## config.mk

```make
export PLATFORM = sky130hd
export DESIGN_NAME = allocation_bitmap_engine
export DESIGN_NICKNAME = d
export VERILOG_FILES = /design/src/hdl/abe_pkg.sv /design/src/hdl/abe_store.sv /design/src/hdl/abe_scan.sv /design/src/hdl/allocation_bitmap_engine.sv
export SDC_FILE = /design/constraint.sdc
export NUM_CORES = 2
export LEC_CHECK = 0
export ABC_AREA = 0
export ABC_CLOCK_PERIOD_IN_PS = 13360
export BUFFER_PORTS_ARGS = -buffer_cell sky130_fd_sc_hd__buf_4
export CORE_UTILIZATION = 50
export DETAILED_ROUTE_END_ITERATION = 10
export GPL_TIMING_DRIVEN = 1
export MAX_ROUTING_LAYER = met4
export PLACE_DENSITY = 0.63
export SETUP_SLACK_MARGIN = 0.5
export SLEW_MARGIN = 30
export SYNTH_ARGS = -nofsm -noshare
export SYNTH_HDL_FRONTEND = slang
export SYNTH_SLANG_ARGS = --single-unit
```

## constraint.sdc

```tcl
create_clock -name clk -period 13.36 [get_ports clk]
set_clock_uncertainty 0.15 [all_clocks]
set_input_delay 2.004 -clock clk [delete_from_list [all_inputs] [get_ports clk]]
set_output_delay 2.004 -clock clk [all_outputs]
set_load 0.01 [all_outputs]
```

## src/hdl/abe_pkg.sv

```systemverilog
// ----------------------------------------------------------------------------
// abe_pkg: shared types and constants for the allocation bitmap engine
// Opcodes, sequencer states, item structs and the word scan result.
// ----------------------------------------------------------------------------
package abe_pkg;

  // Fixed field widths
  localparam int WORD_BITS = 32;
  localparam int BIT_W     = 5;    // bit offset inside a word
  localparam int SIZE_W    = 11;   // map size, run length, run counter
  localparam int POS_W     = 10;   // index and position fields
  localparam int WCNT_W    = 6;    // word counter over a map of up to 2047 bits
  localparam int SIZE_MAX  = 2047;

  typedef enum logic [1:0] {
    OP_SET  = 2'd0,
    OP_CLR  = 2'd1,
    OP_TEST = 2'd2,
    OP_FIND = 2'd3
  } opcode_t;

  typedef enum logic [1:0] {
    ST_CLEAR,
    ST_IDLE,
    ST_RMW,
    ST_FIND
  } state_t;

  typedef struct packed {
    opcode_t             opcode;
    logic [POS_W-1:0]    index;
    logic [SIZE_W-1:0]   run_length;
  } in_item_t;

  typedef struct packed {
    logic                bit_value;
    logic                found;
    logic [POS_W-1:0]    position;
    logic                status;
  } out_item_t;

  // Result of scanning one word for a free run
  typedef struct packed {
    logic                hit;
    logic [BIT_W-1:0]    hit_bit;
    logic [SIZE_W-1:0]   run_out;
  } scan_res_t;

endpackage

```

## src/hdl/abe_store.sv

```systemverilog
// ----------------------------------------------------------------------------
// abe_store: occupancy bitmap word memory
// One write port and one read port, read data registered.
// ----------------------------------------------------------------------------
module abe_store #(
  parameter int DEPTH = 32,
  parameter int AW    = 5
) (
  input  logic                               clk,
  input  logic                               we,
  input  logic [AW-1:0]                      waddr,
  input  logic [abe_pkg::WORD_BITS-1:0]      wdata,
  input  logic [AW-1:0]                      raddr,
  output logic [abe_pkg::WORD_BITS-1:0]      rdata
);

  logic [abe_pkg::WORD_BITS-1:0] mem [DEPTH];

  // Write port
  always_ff @(posedge clk) begin
    if (we) begin
      mem[waddr] <= wdata;
    end
  end

  // Registered read port
  always_ff @(posedge clk) begin
    rdata <= mem[raddr];
  end

endmodule

```

## src/hdl/abe_scan.sv

```systemverilog
// ----------------------------------------------------------------------------
// abe_scan: free run scan over one bitmap word
// Finds the lowest bit at which a run of free bits reaches the wanted
// length, counting the run carried in from lower words.
// ----------------------------------------------------------------------------
module abe_scan (
  input  logic [abe_pkg::WORD_BITS-1:0] word_i,
  input  logic [abe_pkg::SIZE_W-1:0]    rem_i,   // bits of this word still in the map
  input  logic [abe_pkg::SIZE_W-1:0]    run_i,   // free run carried in
  input  logic [abe_pkg::SIZE_W-1:0]    want_i,
  output abe_pkg::scan_res_t            res_o
);

  localparam int NB = abe_pkg::WORD_BITS;
  localparam int NL = abe_pkg::BIT_W;

  logic [NB-1:0]              occ;
  logic [NB-1:0]              has   [NL+1];
  logic [abe_pkg::BIT_W-1:0]  last  [NL+1][NB];
  logic [abe_pkg::SIZE_W:0]   run_len [NB];
  logic [NB-1:0]              ok;

  // Bits past the end of the map count as occupied
  always_comb begin
    for (int j = 0; j < NB; j++) begin
      occ[j] = word_i[j] || !(abe_pkg::SIZE_W'(j) < rem_i);
    end
  end

  // Prefix search: highest occupied bit at or below each bit, log depth
  always_comb begin
    for (int j = 0; j < NB; j++) begin
      has[0][j]  = occ[j];
      last[0][j] = abe_pkg::BIT_W'(j);
    end
    for (int l = 0; l < NL; l++) begin
      for (int j = 0; j < NB; j++) begin
        if (j >= (1 << l) && !has[l][j]) begin
          has[l+1][j]  = has[l][j - (1 << l)];
          last[l+1][j] = last[l][j - (1 << l)];
        end else begin
          has[l+1][j]  = has[l][j];
          last[l+1][j] = last[l][j];
        end
      end
    end
  end

  // Run length ending at each bit and the wanted-length check
  always_comb begin
    for (int j = 0; j < NB; j++) begin
      if (has[NL][j]) begin
        run_len[j] = (abe_pkg::SIZE_W+1)'(j) - (abe_pkg::SIZE_W+1)'(last[NL][j]);
      end else begin
        run_len[j] = (abe_pkg::SIZE_W+1)'(run_i) + (abe_pkg::SIZE_W+1)'(j)
                   + (abe_pkg::SIZE_W+1)'(1);
      end
      ok[j] = !occ[j] && (run_len[j] >= {1'b0, want_i});
    end
  end

  // Lowest hit and saturated run out of the word
  always_comb begin
    res_o.hit     = |ok;
    res_o.hit_bit = '0;
    for (int j = NB - 1; j >= 0; j--) begin
      if (ok[j]) begin
        res_o.hit_bit = abe_pkg::BIT_W'(j);
      end
    end
    if (run_len[NB-1] > (abe_pkg::SIZE_W+1)'(abe_pkg::SIZE_MAX)) begin
      res_o.run_out = abe_pkg::SIZE_W'(abe_pkg::SIZE_MAX);
    end else begin
      res_o.run_out = run_len[NB-1][abe_pkg::SIZE_W-1:0];
    end
  end

endmodule

```

## src/hdl/allocation_bitmap_engine.sv

```systemverilog
// ----------------------------------------------------------------------------
// allocation_bitmap_engine: first-fit bitmap allocator
// Set, clear and test single bits, or find the lowest free run of a length.
//
//   port group      dir   handshake
//   in_item         in    start high while busy low
//   out_item        out   out_valid strobe, one cycle, no backpressure
//   cfg_wdata       in    cfg_we, taken at once
//
// Set, clear and test: the word is read, then written back or reported.
// An index out of range for set, clear or test, or a zero run length or an
// empty map for find, is answered straight from idle. Find reads the map one
// 32-bit word after another through the word scan unit, until a hit or the end.
// After reset a clearing pass writes every word with busy high. The result is
// registered and appears in the cycle after the last work cycle.
// ----------------------------------------------------------------------------
module allocation_bitmap_engine #(
  parameter int MAP_BITS = 1024
) (
  input  logic                            clk,
  input  logic                            rst_n,
  input  logic                            start,
  output logic                            busy,
  input  abe_pkg::in_item_t               in_item,
  input  logic                            cfg_we,
  input  logic [abe_pkg::SIZE_W-1:0]      cfg_wdata,
  output logic                            out_valid,
  output abe_pkg::out_item_t              out_item
);

  localparam int WORDS    = (MAP_BITS + 31) / 32;
  localparam int AW       = (WORDS > 1) ? $clog2(WORDS) : 1;
  localparam int SIZE_CAP = (MAP_BITS > abe_pkg::SIZE_MAX) ? abe_pkg::SIZE_MAX : MAP_BITS;
  localparam int SW       = abe_pkg::SIZE_W;
  localparam int WB       = abe_pkg::WORD_BITS;

  abe_pkg::state_t              state_r, state_nxt;
  logic [AW-1:0]                clr_r, clr_nxt;
  logic [SW-1:0]                map_size_r;
  abe_pkg::opcode_t             op_r, op_nxt;
  logic [abe_pkg::POS_W-1:0]    idx_r, idx_nxt;
  logic [SW-1:0]                want_r, want_nxt;
  logic [abe_pkg::WCNT_W-1:0]   ev_r, ev_nxt;
  logic [SW-1:0]                run_r, run_nxt;
  logic                         out_valid_r, out_valid_nxt;
  abe_pkg::out_item_t           out_item_r, out_item_nxt;

  logic [SW-1:0]                size_eff;
  logic [SW-1:0]                base;
  logic [SW-1:0]                rem;
  logic [SW:0]                  run_end;
  logic [SW:0]                  run_start;
  logic [WB-1:0]                bit_mask;

  logic                         mem_we;
  logic [AW-1:0]                mem_waddr;
  logic [WB-1:0]                mem_wdata;
  logic [AW-1:0]                mem_raddr;
  logic [WB-1:0]                mem_rdata;
  abe_pkg::scan_res_t           scan;

  // Bitmap word store
  abe_store #(
    .DEPTH (WORDS),
    .AW    (AW)
  ) u_store (
    .clk   (clk),
    .we    (mem_we),
    .waddr (mem_waddr),
    .wdata (mem_wdata),
    .raddr (mem_raddr),
    .rdata (mem_rdata)
  );

  // Word scan unit, used by find
  abe_scan u_scan (
    .word_i (mem_rdata),
    .rem_i  (rem),
    .run_i  (run_r),
    .want_i (want_r),
    .res_o  (scan)
  );

  // Size in use, capped at the store capacity
  assign size_eff = (32'(map_size_r) > SIZE_CAP) ? SW'(SIZE_CAP) : map_size_r;

  // Word under scan and the run position arithmetic
  assign base      = {ev_r, {abe_pkg::BIT_W{1'b0}}};
  assign rem       = size_eff - base;
  assign run_end   = {1'b0, base} + (SW+1)'(scan.hit_bit);
  assign run_start = run_end + (SW+1)'(1) - {1'b0, want_r};
  assign bit_mask  = WB'(1) << idx_r[abe_pkg::BIT_W-1:0];

  // Configuration register
  always_ff @(posedge clk) begin
    if (!rst_n) begin
      map_size_r <= SW'(1024);
    end else if (cfg_we) begin
      map_size_r <= cfg_wdata;
    end
  end

  // Control registers
  always_ff @(posedge clk) begin
    if (!rst_n) begin
      state_r     <= abe_pkg::ST_CLEAR;
      clr_r       <= '0;
      out_valid_r <= 1'b0;
    end else begin
      state_r     <= state_nxt;
      clr_r       <= clr_nxt;
      out_valid_r <= out_valid_nxt;
    end
  end

  // Item and result registers
  always_ff @(posedge clk) begin
    op_r       <= op_nxt;
    idx_r      <= idx_nxt;
    want_r     <= want_nxt;
    ev_r       <= ev_nxt;
    run_r      <= run_nxt;
    out_item_r <= out_item_nxt;
  end

  // Sequencer: next state, memory control and result
  always_comb begin
    state_nxt     = state_r;
    clr_nxt       = clr_r;
    op_nxt        = op_r;
    idx_nxt       = idx_r;
    want_nxt      = want_r;
    ev_nxt        = ev_r;
    run_nxt       = run_r;
    out_valid_nxt = 1'b0;
    out_item_nxt  = out_item_r;
    mem_we        = 1'b0;
    mem_waddr     = AW'(idx_r >> abe_pkg::BIT_W);
    mem_wdata     = '0;
    mem_raddr     = AW'(ev_r + abe_pkg::WCNT_W'(1));

    case (state_r)
      // Zero the store word by word after reset
      abe_pkg::ST_CLEAR: begin
        mem_we    = 1'b1;
        mem_waddr = clr_r;
        if (clr_r == AW'(WORDS - 1)) begin
          state_nxt = abe_pkg::ST_IDLE;
        end else begin
          clr_nxt = clr_r + AW'(1);
        end
      end

      // Take an item, start the read or answer at once
      abe_pkg::ST_IDLE: begin
        if (start) begin
          op_nxt       = in_item.opcode;
          idx_nxt      = in_item.index;
          want_nxt     = in_item.run_length;
          ev_nxt       = '0;
          run_nxt      = '0;
          out_item_nxt = '0;
          if (in_item.opcode == abe_pkg::OP_FIND) begin
            mem_raddr = '0;
            if (in_item.run_length == '0 || size_eff == '0) begin
              out_valid_nxt = 1'b1;
            end else begin
              state_nxt = abe_pkg::ST_FIND;
            end
          end else if ({1'b0, in_item.index} >= size_eff) begin
            out_item_nxt.status = 1'b1;
            out_valid_nxt       = 1'b1;
          end else begin
            mem_raddr = AW'(in_item.index >> abe_pkg::BIT_W);
            state_nxt = abe_pkg::ST_RMW;
          end
        end
      end

      // Word is back: modify and write, or report the bit
      abe_pkg::ST_RMW: begin
        out_valid_nxt = 1'b1;
        state_nxt     = abe_pkg::ST_IDLE;
        case (op_r)
          abe_pkg::OP_SET: begin
            mem_we    = 1'b1;
            mem_wdata = mem_rdata | bit_mask;
          end
          abe_pkg::OP_CLR: begin
            mem_we    = 1'b1;
            mem_wdata = mem_rdata & ~bit_mask;
          end
          abe_pkg::OP_TEST: begin
            out_item_nxt.bit_value = |(mem_rdata & bit_mask);
          end
          default: begin
            out_item_nxt.bit_value = 1'b0;
          end
        endcase
      end

      // One word per cycle; the next word's read is already under way
      abe_pkg::ST_FIND: begin
        if (scan.hit) begin
          out_item_nxt.found    = 1'b1;
          out_item_nxt.position = run_start[abe_pkg::POS_W-1:0];
          out_valid_nxt         = 1'b1;
          state_nxt             = abe_pkg::ST_IDLE;
        end else if (rem <= SW'(WB)) begin
          out_valid_nxt = 1'b1;
          state_nxt     = abe_pkg::ST_IDLE;
        end else begin
          ev_nxt  = ev_r + abe_pkg::WCNT_W'(1);
          run_nxt = scan.run_out;
        end
      end

      default: begin
        state_nxt = abe_pkg::ST_IDLE;
      end
    endcase
  end

  // Ports
  assign busy      = (state_r != abe_pkg::ST_IDLE);
  assign out_valid = out_valid_r;
  assign out_item  = out_item_r;

endmodule

```

# Yosys cells after proc, flatten, opt, wreduce, memory -nomap -nowiden
# Memories as Yosys holds them, arrays and structs flattened. A register that Yosys moved wholly into a read port is not among the register bits.
# Index checks and enable logic that the tools add are counted.
totals:
  regBits: 72
  mem_bits_rw: 1024
  in_bits: 38
  out_inout_bits: 15
  word_cells: 712
  memories: 1
op_classes:
  n_addsub: 99
  magnitude_cmp: 68
  eq_ne: 17
  n_shift: 1
  mux: 364
  n_bitwise: 5
  reduce_logical: 144
mem_list:
  columns: ["name", "depth", "word_bits", "rd", "rd_ports_with_merged_regs", "write_ports", "line_no", "source"]
  rows:
  - ["u_store.mem", 32, 32, 1, 1, 1, "abe_store.sv:17", "logic [abe_pkg::WORD_BITS-1:0] mem [DEPTH];"]
op_table:
  columns: ["cell", "n"]
  rows:
  - ["$mux 5", 136]
  - ["$ge 12x11->1", 32]
  - ["$mux 12", 32]
  - ["$add 12x1->12 const B", 31]
  - ["$add 11x5->12 const B", 16]
  - ["$lt 5x11->1 const A", 16]
  - ["$mux 1", 155]
  - ["$add 11x4->12 const B", 8]
  - ["$sub 5x5->6 const A", 16]
  - ["$lt 4x11->1 const A", 8]
  - ["$mux 11", 6]
  - ["$and 32x32->32", 2]
  - ["$logic_not 1->1", 64]
  - ["$pmux 32 s2", 1]
  - ["$reduce_or 32->1", 2]
  - ["$add 11x3->12 const B", 4]
  - ["$sub 4x5->6 const A", 8]
  - ["$lt 3x11->1 const A", 4]
  - ["$pmux 11 s2", 2]
  - ["$logic_or 1x1->1", 33]
  - ["$logic_and 1x1->1", 32]
  - ["$mux 32", 1]
  - ["$not 32->32", 1]
  - ["$or 32x32->32", 1]
  - ["other kinds (42)", 87]

# Logic depth before layout (Yosys ltp)
logic_depth:
  depth_word: 52
  depth_mapped: 49
  ltp_nobuf: 45

# Modules after synthesis
# A second synthesis with hierarchy kept.
unflattened:
  cells_unflattened: 5361
  area_unflattened_um2: 62703.9
by_module_without_submodules:
  columns: ["mod", "n_inst", "cells_each", "area_each_um2", "seq_area_each_um2"]
  rows:
  - ["abe_store", 1, 2260, 40487.6, 31390.1]
  - ["abe_scan", 1, 2580, 17369.2, 0.0]
  - ["allocation_bitmap_engine", 1, 521, 4847.1, 1971.9]

# Worst setup path before layout
# Ideal clock, no wire load.
synth_timing:
  path_type: "register to register"
  startpoint: "register map_size_r[10]"
  endpoint: "register out_item_r, in the netlist out_item[10] (data pin)"
  setup_time_ps: 266
  t_arrival_ps: 8359
  t_required_ps: 12944
  setup_slack_ps: 4585
  stages_incl_launch_ff: 41
  path_buffers: 3
  period_less_slack_ps: 8775
  cell_sequence: "dfxtp_1 buf_2 clkbuf_1 nand2b_1 ha_1 fa_1 and2_1 clkbuf_1 nand2_1 nor4_1 a41oi_2 or3_1 o22ai_1 nand2_1 and2_1 o311a_1 ha_1 o31a_1 [5 not listed] o21a_1 o21ai_0 o311ai_0 or2_2 or4b_1 o211ai_1 a31oi_1 ha_1 ha_1 nor2b_1 o21ai_0 nand2b_1 a21oi_1 o21bai_1 a21o_1 a21oi_1 xnor2_1 nor2_1"
synth_rtl:
  columns: ["item", "line_no", "source"]
  rows:
  - ["from (decl)", "allocation_bitmap_engine.sv:39", "logic [SW-1:0] map_size_r;"]
  - ["from (signal assigned)", "allocation_bitmap_engine.sv:99", "map_size_r <= cfg_wdata;"]
  - ["to (signal assigned)", "allocation_bitmap_engine.sv:123", "out_item_r <= out_item_nxt;"]
  - ["to (decl)", "allocation_bitmap_engine.sv:46", "abe_pkg::out_item_t out_item_r, out_item_nxt;"]

==> summary.md <==
| Metric | Value |
|---|---|
| Outcome | `finished, final reports clean` |
| Fmax achieved | `89.7 MHz` |
| Seq cells post-synth | `1128` |
| Cell leakage power | `26.3 nW` |
| ANT nets after route | `0` |
| CP startpoint kind | `flip-flop` |
| Arr. time, crit path | `11.51 ns` |
| Sequential share of the synthesized area | `52.8%` |
| CTS tree | `yes` |
| Syn_area_per_cell | `11.0 um^2` |
| Worst-margin pin slew | `1.12 ns` |
| Die H | `357 um` |
| WL/cell | `33.0 um` |
| Number of placed instances, taps included | `7345` |
| Gr ovfl total | `0` |
| Post-cts sizing count | `0` |
| GP Congestion | `1.12` |
| DRC | `0` |
| Slew HR | `25.2%` |
| Placeable Area | `125000 um^2` |
| Worst min-delay path class | `reg -> reg` |
| CP Class | `reg -> reg` |
| DR vias/cell | `6.57` |
| Reg2reg start | `map_size_r[10]$_SDFFE_PN1P_` |
| Synth warnings | `0` |
| Worst hold stages | `2` |
| Final net count | `6290` |
| Max FO, Critical Path | `25` |
| Slew Viols, Final | `0` |
| CTS buffer count | `111` |
| First-pass GRT wire length | `350 mm` |
| Initial antenna violation count | `10` |
| Worst endpoint required time | `13.72 ns` |
| Cell count after synthesis | `5766` |
| CP max stage delay | `0.85 ns` |
| Fin cells | `7569` |
| Final Power | `7.20 mW` |
| Number of port buffers | `52` |
| Die area | `128000 um^2` |
| Cells on worst reg2reg path | `38` |
| Layout cells sized above 1 | `10.3%` |
| Period minus WS final | `11.15 ns` |
| Leading area contributor after synthesis | `edfxtp_1` |
| Number of global-route vias before repair | `47400` |
| Predominant post-synthesis flop cell | `edfxtp_1` |
| Number of enable flip-flop cells after synthesis | `1077` |
| Max cap viols | `0` |
| DRC marker count from the first detailed-route iteration | `5587` |
| Maximum vdd drop | `0.123 mV` |
| Reg-to-Reg End | `out_item[10]$_DFFE_PP_` |
| Clock Sink Count | `1128` |
| Vias | `49800` |
| Netlist cell types | `102` |
| Clock Path Buffers | `3` |
| First-pass DRT Iterations | `6` |
| DP HPWL | `166 mm` |
| CTS clk-pin slew, worst paths | `0.07 ns` |
| Cell row count | `130` |
| Final setup fails | `0` |
| I/O pin count | `53` |
| Detailed Route WL | `250 mm` |
| Synth top area cells | `edfxtp_1 51%, ha_1 8.6%, nand2_1 4.2%` |
| Hold Path End | `map_size_r[6]$_SDFFE_PN0P_` |
| Final period util | `83.4%` |
| Final Util | `56.2%` |
| Pwr/cell area | `102 nW/um^2` |
| Slowest-stage cell, CP | `nor3_1` |
| Reg2reg setup slack | `2.21 ns` |
| Largest net degree at the start of global routing | `195` |
| Startpoint of the worst hold path | `map_size_r[6]$_SDFFE_PN0P_` |
| Die X | `357 um` |
| Hold Buf Count CTS | `0` |
| Total track usage | `40.0%` |
| RSZ-0062 raised after global routing | `no` |
| Initial Utilization | `50.4%` |
| Area share of the largest cell type after synthesis | `51.2%` |
| Syn Nets | `6240` |
| Post-route cell area | `70500 um^2` |
| Post-CTS setup buffers | `0` |
| Clock root cell | `clkbuf_16` |
| Final hold viol count | `0` |
| Placed cell area | `66700 um^2` |
| H-tree depth | `3` |
| Setup TNS | `0 ns` |
| Syn Std Cell Area | `63200 um^2` |
| Crit. End Element | `flip-flop` |
| Layout area overhead | `11.7%` |
| Asr flop ratio synth | `0%` |
| Clock latency at the later pin of the worst-skew pair | `0.75 ns` |
-- layout by cell type, fill, tap and decap left out, types with 65 or more instances in the layout --
cell,instances
a211oi_1,220
a21o_1,85
a21oi_1,227
a31oi_1,247
and2_1,208
buf_4,244
clkbuf_16,111
edfxtp_1,1077
ha_1,434
inv_1,92
mux2i_1,139
nand2_1,700
nand3_1,79
nor2_1,482
nor2b_1,65
o21ai_0,166
o22ai_1,116
xnor2_1,155
xor2_1,91
-- critical path: cells and delay by family (launching register included) --
family / cells / cell delay (ns)
compound gates: 18 / 3.80
xor+xnor: 1 / 0.13
fa+ha+maj: 5 / 1.58
buf+inv: 1 / 0.22
flops: 1 / 0.74
simple gates: 13 / 4.30
-- per-stage QoR --
stage	setup WS (ns)	hold slack [ns]
global placement	2.56	0.386
CTS	2.37	0.405
floorplan	4.58	0.357
global route	1.80	0.426
detailed placement	2.32	0.395
finish	2.21	0.409
-- worst max-delay path by stage --
stage,from,endpoint,slack [ns]
finish,map_size_r[10]$_SDFFE_PN1P_,out_item[10]$_DFFE_PP_,2.21
global route,map_size_r[10]$_SDFFE_PN1P_,out_item[10]$_DFFE_PP_,1.80
global placement,map_size_r[10]$_SDFFE_PN1P_,out_item[10]$_DFFE_PP_,2.56
CTS,map_size_r[10]$_SDFFE_PN1P_,out_item[10]$_DFFE_PP_,2.37
floorplan,map_size_r[10]$_SDFFE_PN1P_,out_item[10]$_DFFE_PP_,4.58
detailed placement,map_size_r[10]$_SDFFE_PN1P_,out_item[10]$_DFFE_PP_,2.32
-- Yosys cell counts (all sizes together), types with 21 or more instances --
cell type,instances
a32o,30
xor2,92
clkbuf,284
nor3,66
nor4,58
ha,434
nand3,80
a31oi,249
a21o,86
o22ai,117
a311oi,23
or3,21
o21ai,176
nand2b,64
o31ai,39
inv,95
nor2,517
nor2b,65
a211oi,244
dfxtp,51
a221o,36
edfxtp,1077
and2,209
o21a,38
nand4,22
a21oi,231
buf,51
nand2,703
xnor2,155
o211ai,21
mux2i,139
-- state kept, by name, summed over array words and instances, names as in the netlist --
name	cells
ev_r	6
state_r	2
map_size_r	11
idx_r	10
u_store.rdata	32
clr_r	5
out_item	13
run_r	11
out_valid	1
want_r	11
u_store.mem	1024
op_r	2
-- metal layers --
| metal | vias to the layer above | global-route usage, % | share of wire (%) | routed length (um) |
|---|---|---|---|---|
| met1 | 24400 | 46.6 | 37 | 93600 |
| met2 | 2603 | 62.7 | 46 | 116000 |
| li1 | 21800 | - | - | - |
| met4 | 0 | 28.9 | 8.5 | 21300 |
| met5 | - | - | 0 | 0 |
| met3 | 871 | 6.61 | 7.6 | 19000 |
-- logic make-up (layout without fill, tap and decap cells) --
family / count (synthesis) / in the layout / synth area share (%)
DFF: 1128 / 1128 / 52.8
AOI/OAI and AO/OA: 1483 / 1483 / 16.2
muxes: 152 / 152 / 2.43
xor gates and xnor gates: 247 / 247 / 3.42
and+or+nand+nor: 1889 / 1889 / 13.8
buffers and inverters: 431 / 575 / 2.66
other: 0 / 9 / 0
adders and majority gates: 436 / 436 / 8.66
-- power breakdown --
group	leakage (nW)	total, mW	switching, mW	internal, mW
combinational	13.6	0.234	0.162	0.0716
sequential	10.9	3.88	0.0200	3.86
clock	1.77	3.09	1.33	1.76
total	26.3	7.20	1.52	5.69
-- final cells by class --
cell class / instances / area, um^2
Sequential cell: 1128 / 33400
Clock inverter: 52 / 548
Inverter: 96 / 360
Fill cell: 10600 / 54900
Timing Repair Buffer: 272 / 2190
Tap cell: 1650 / 2060
Clock buffer: 155 / 3090
Antenna cell: 9 / 22.5
Multi-Input combinational cell: 4207 / 28900
Power figures use the tool's default switching activity.
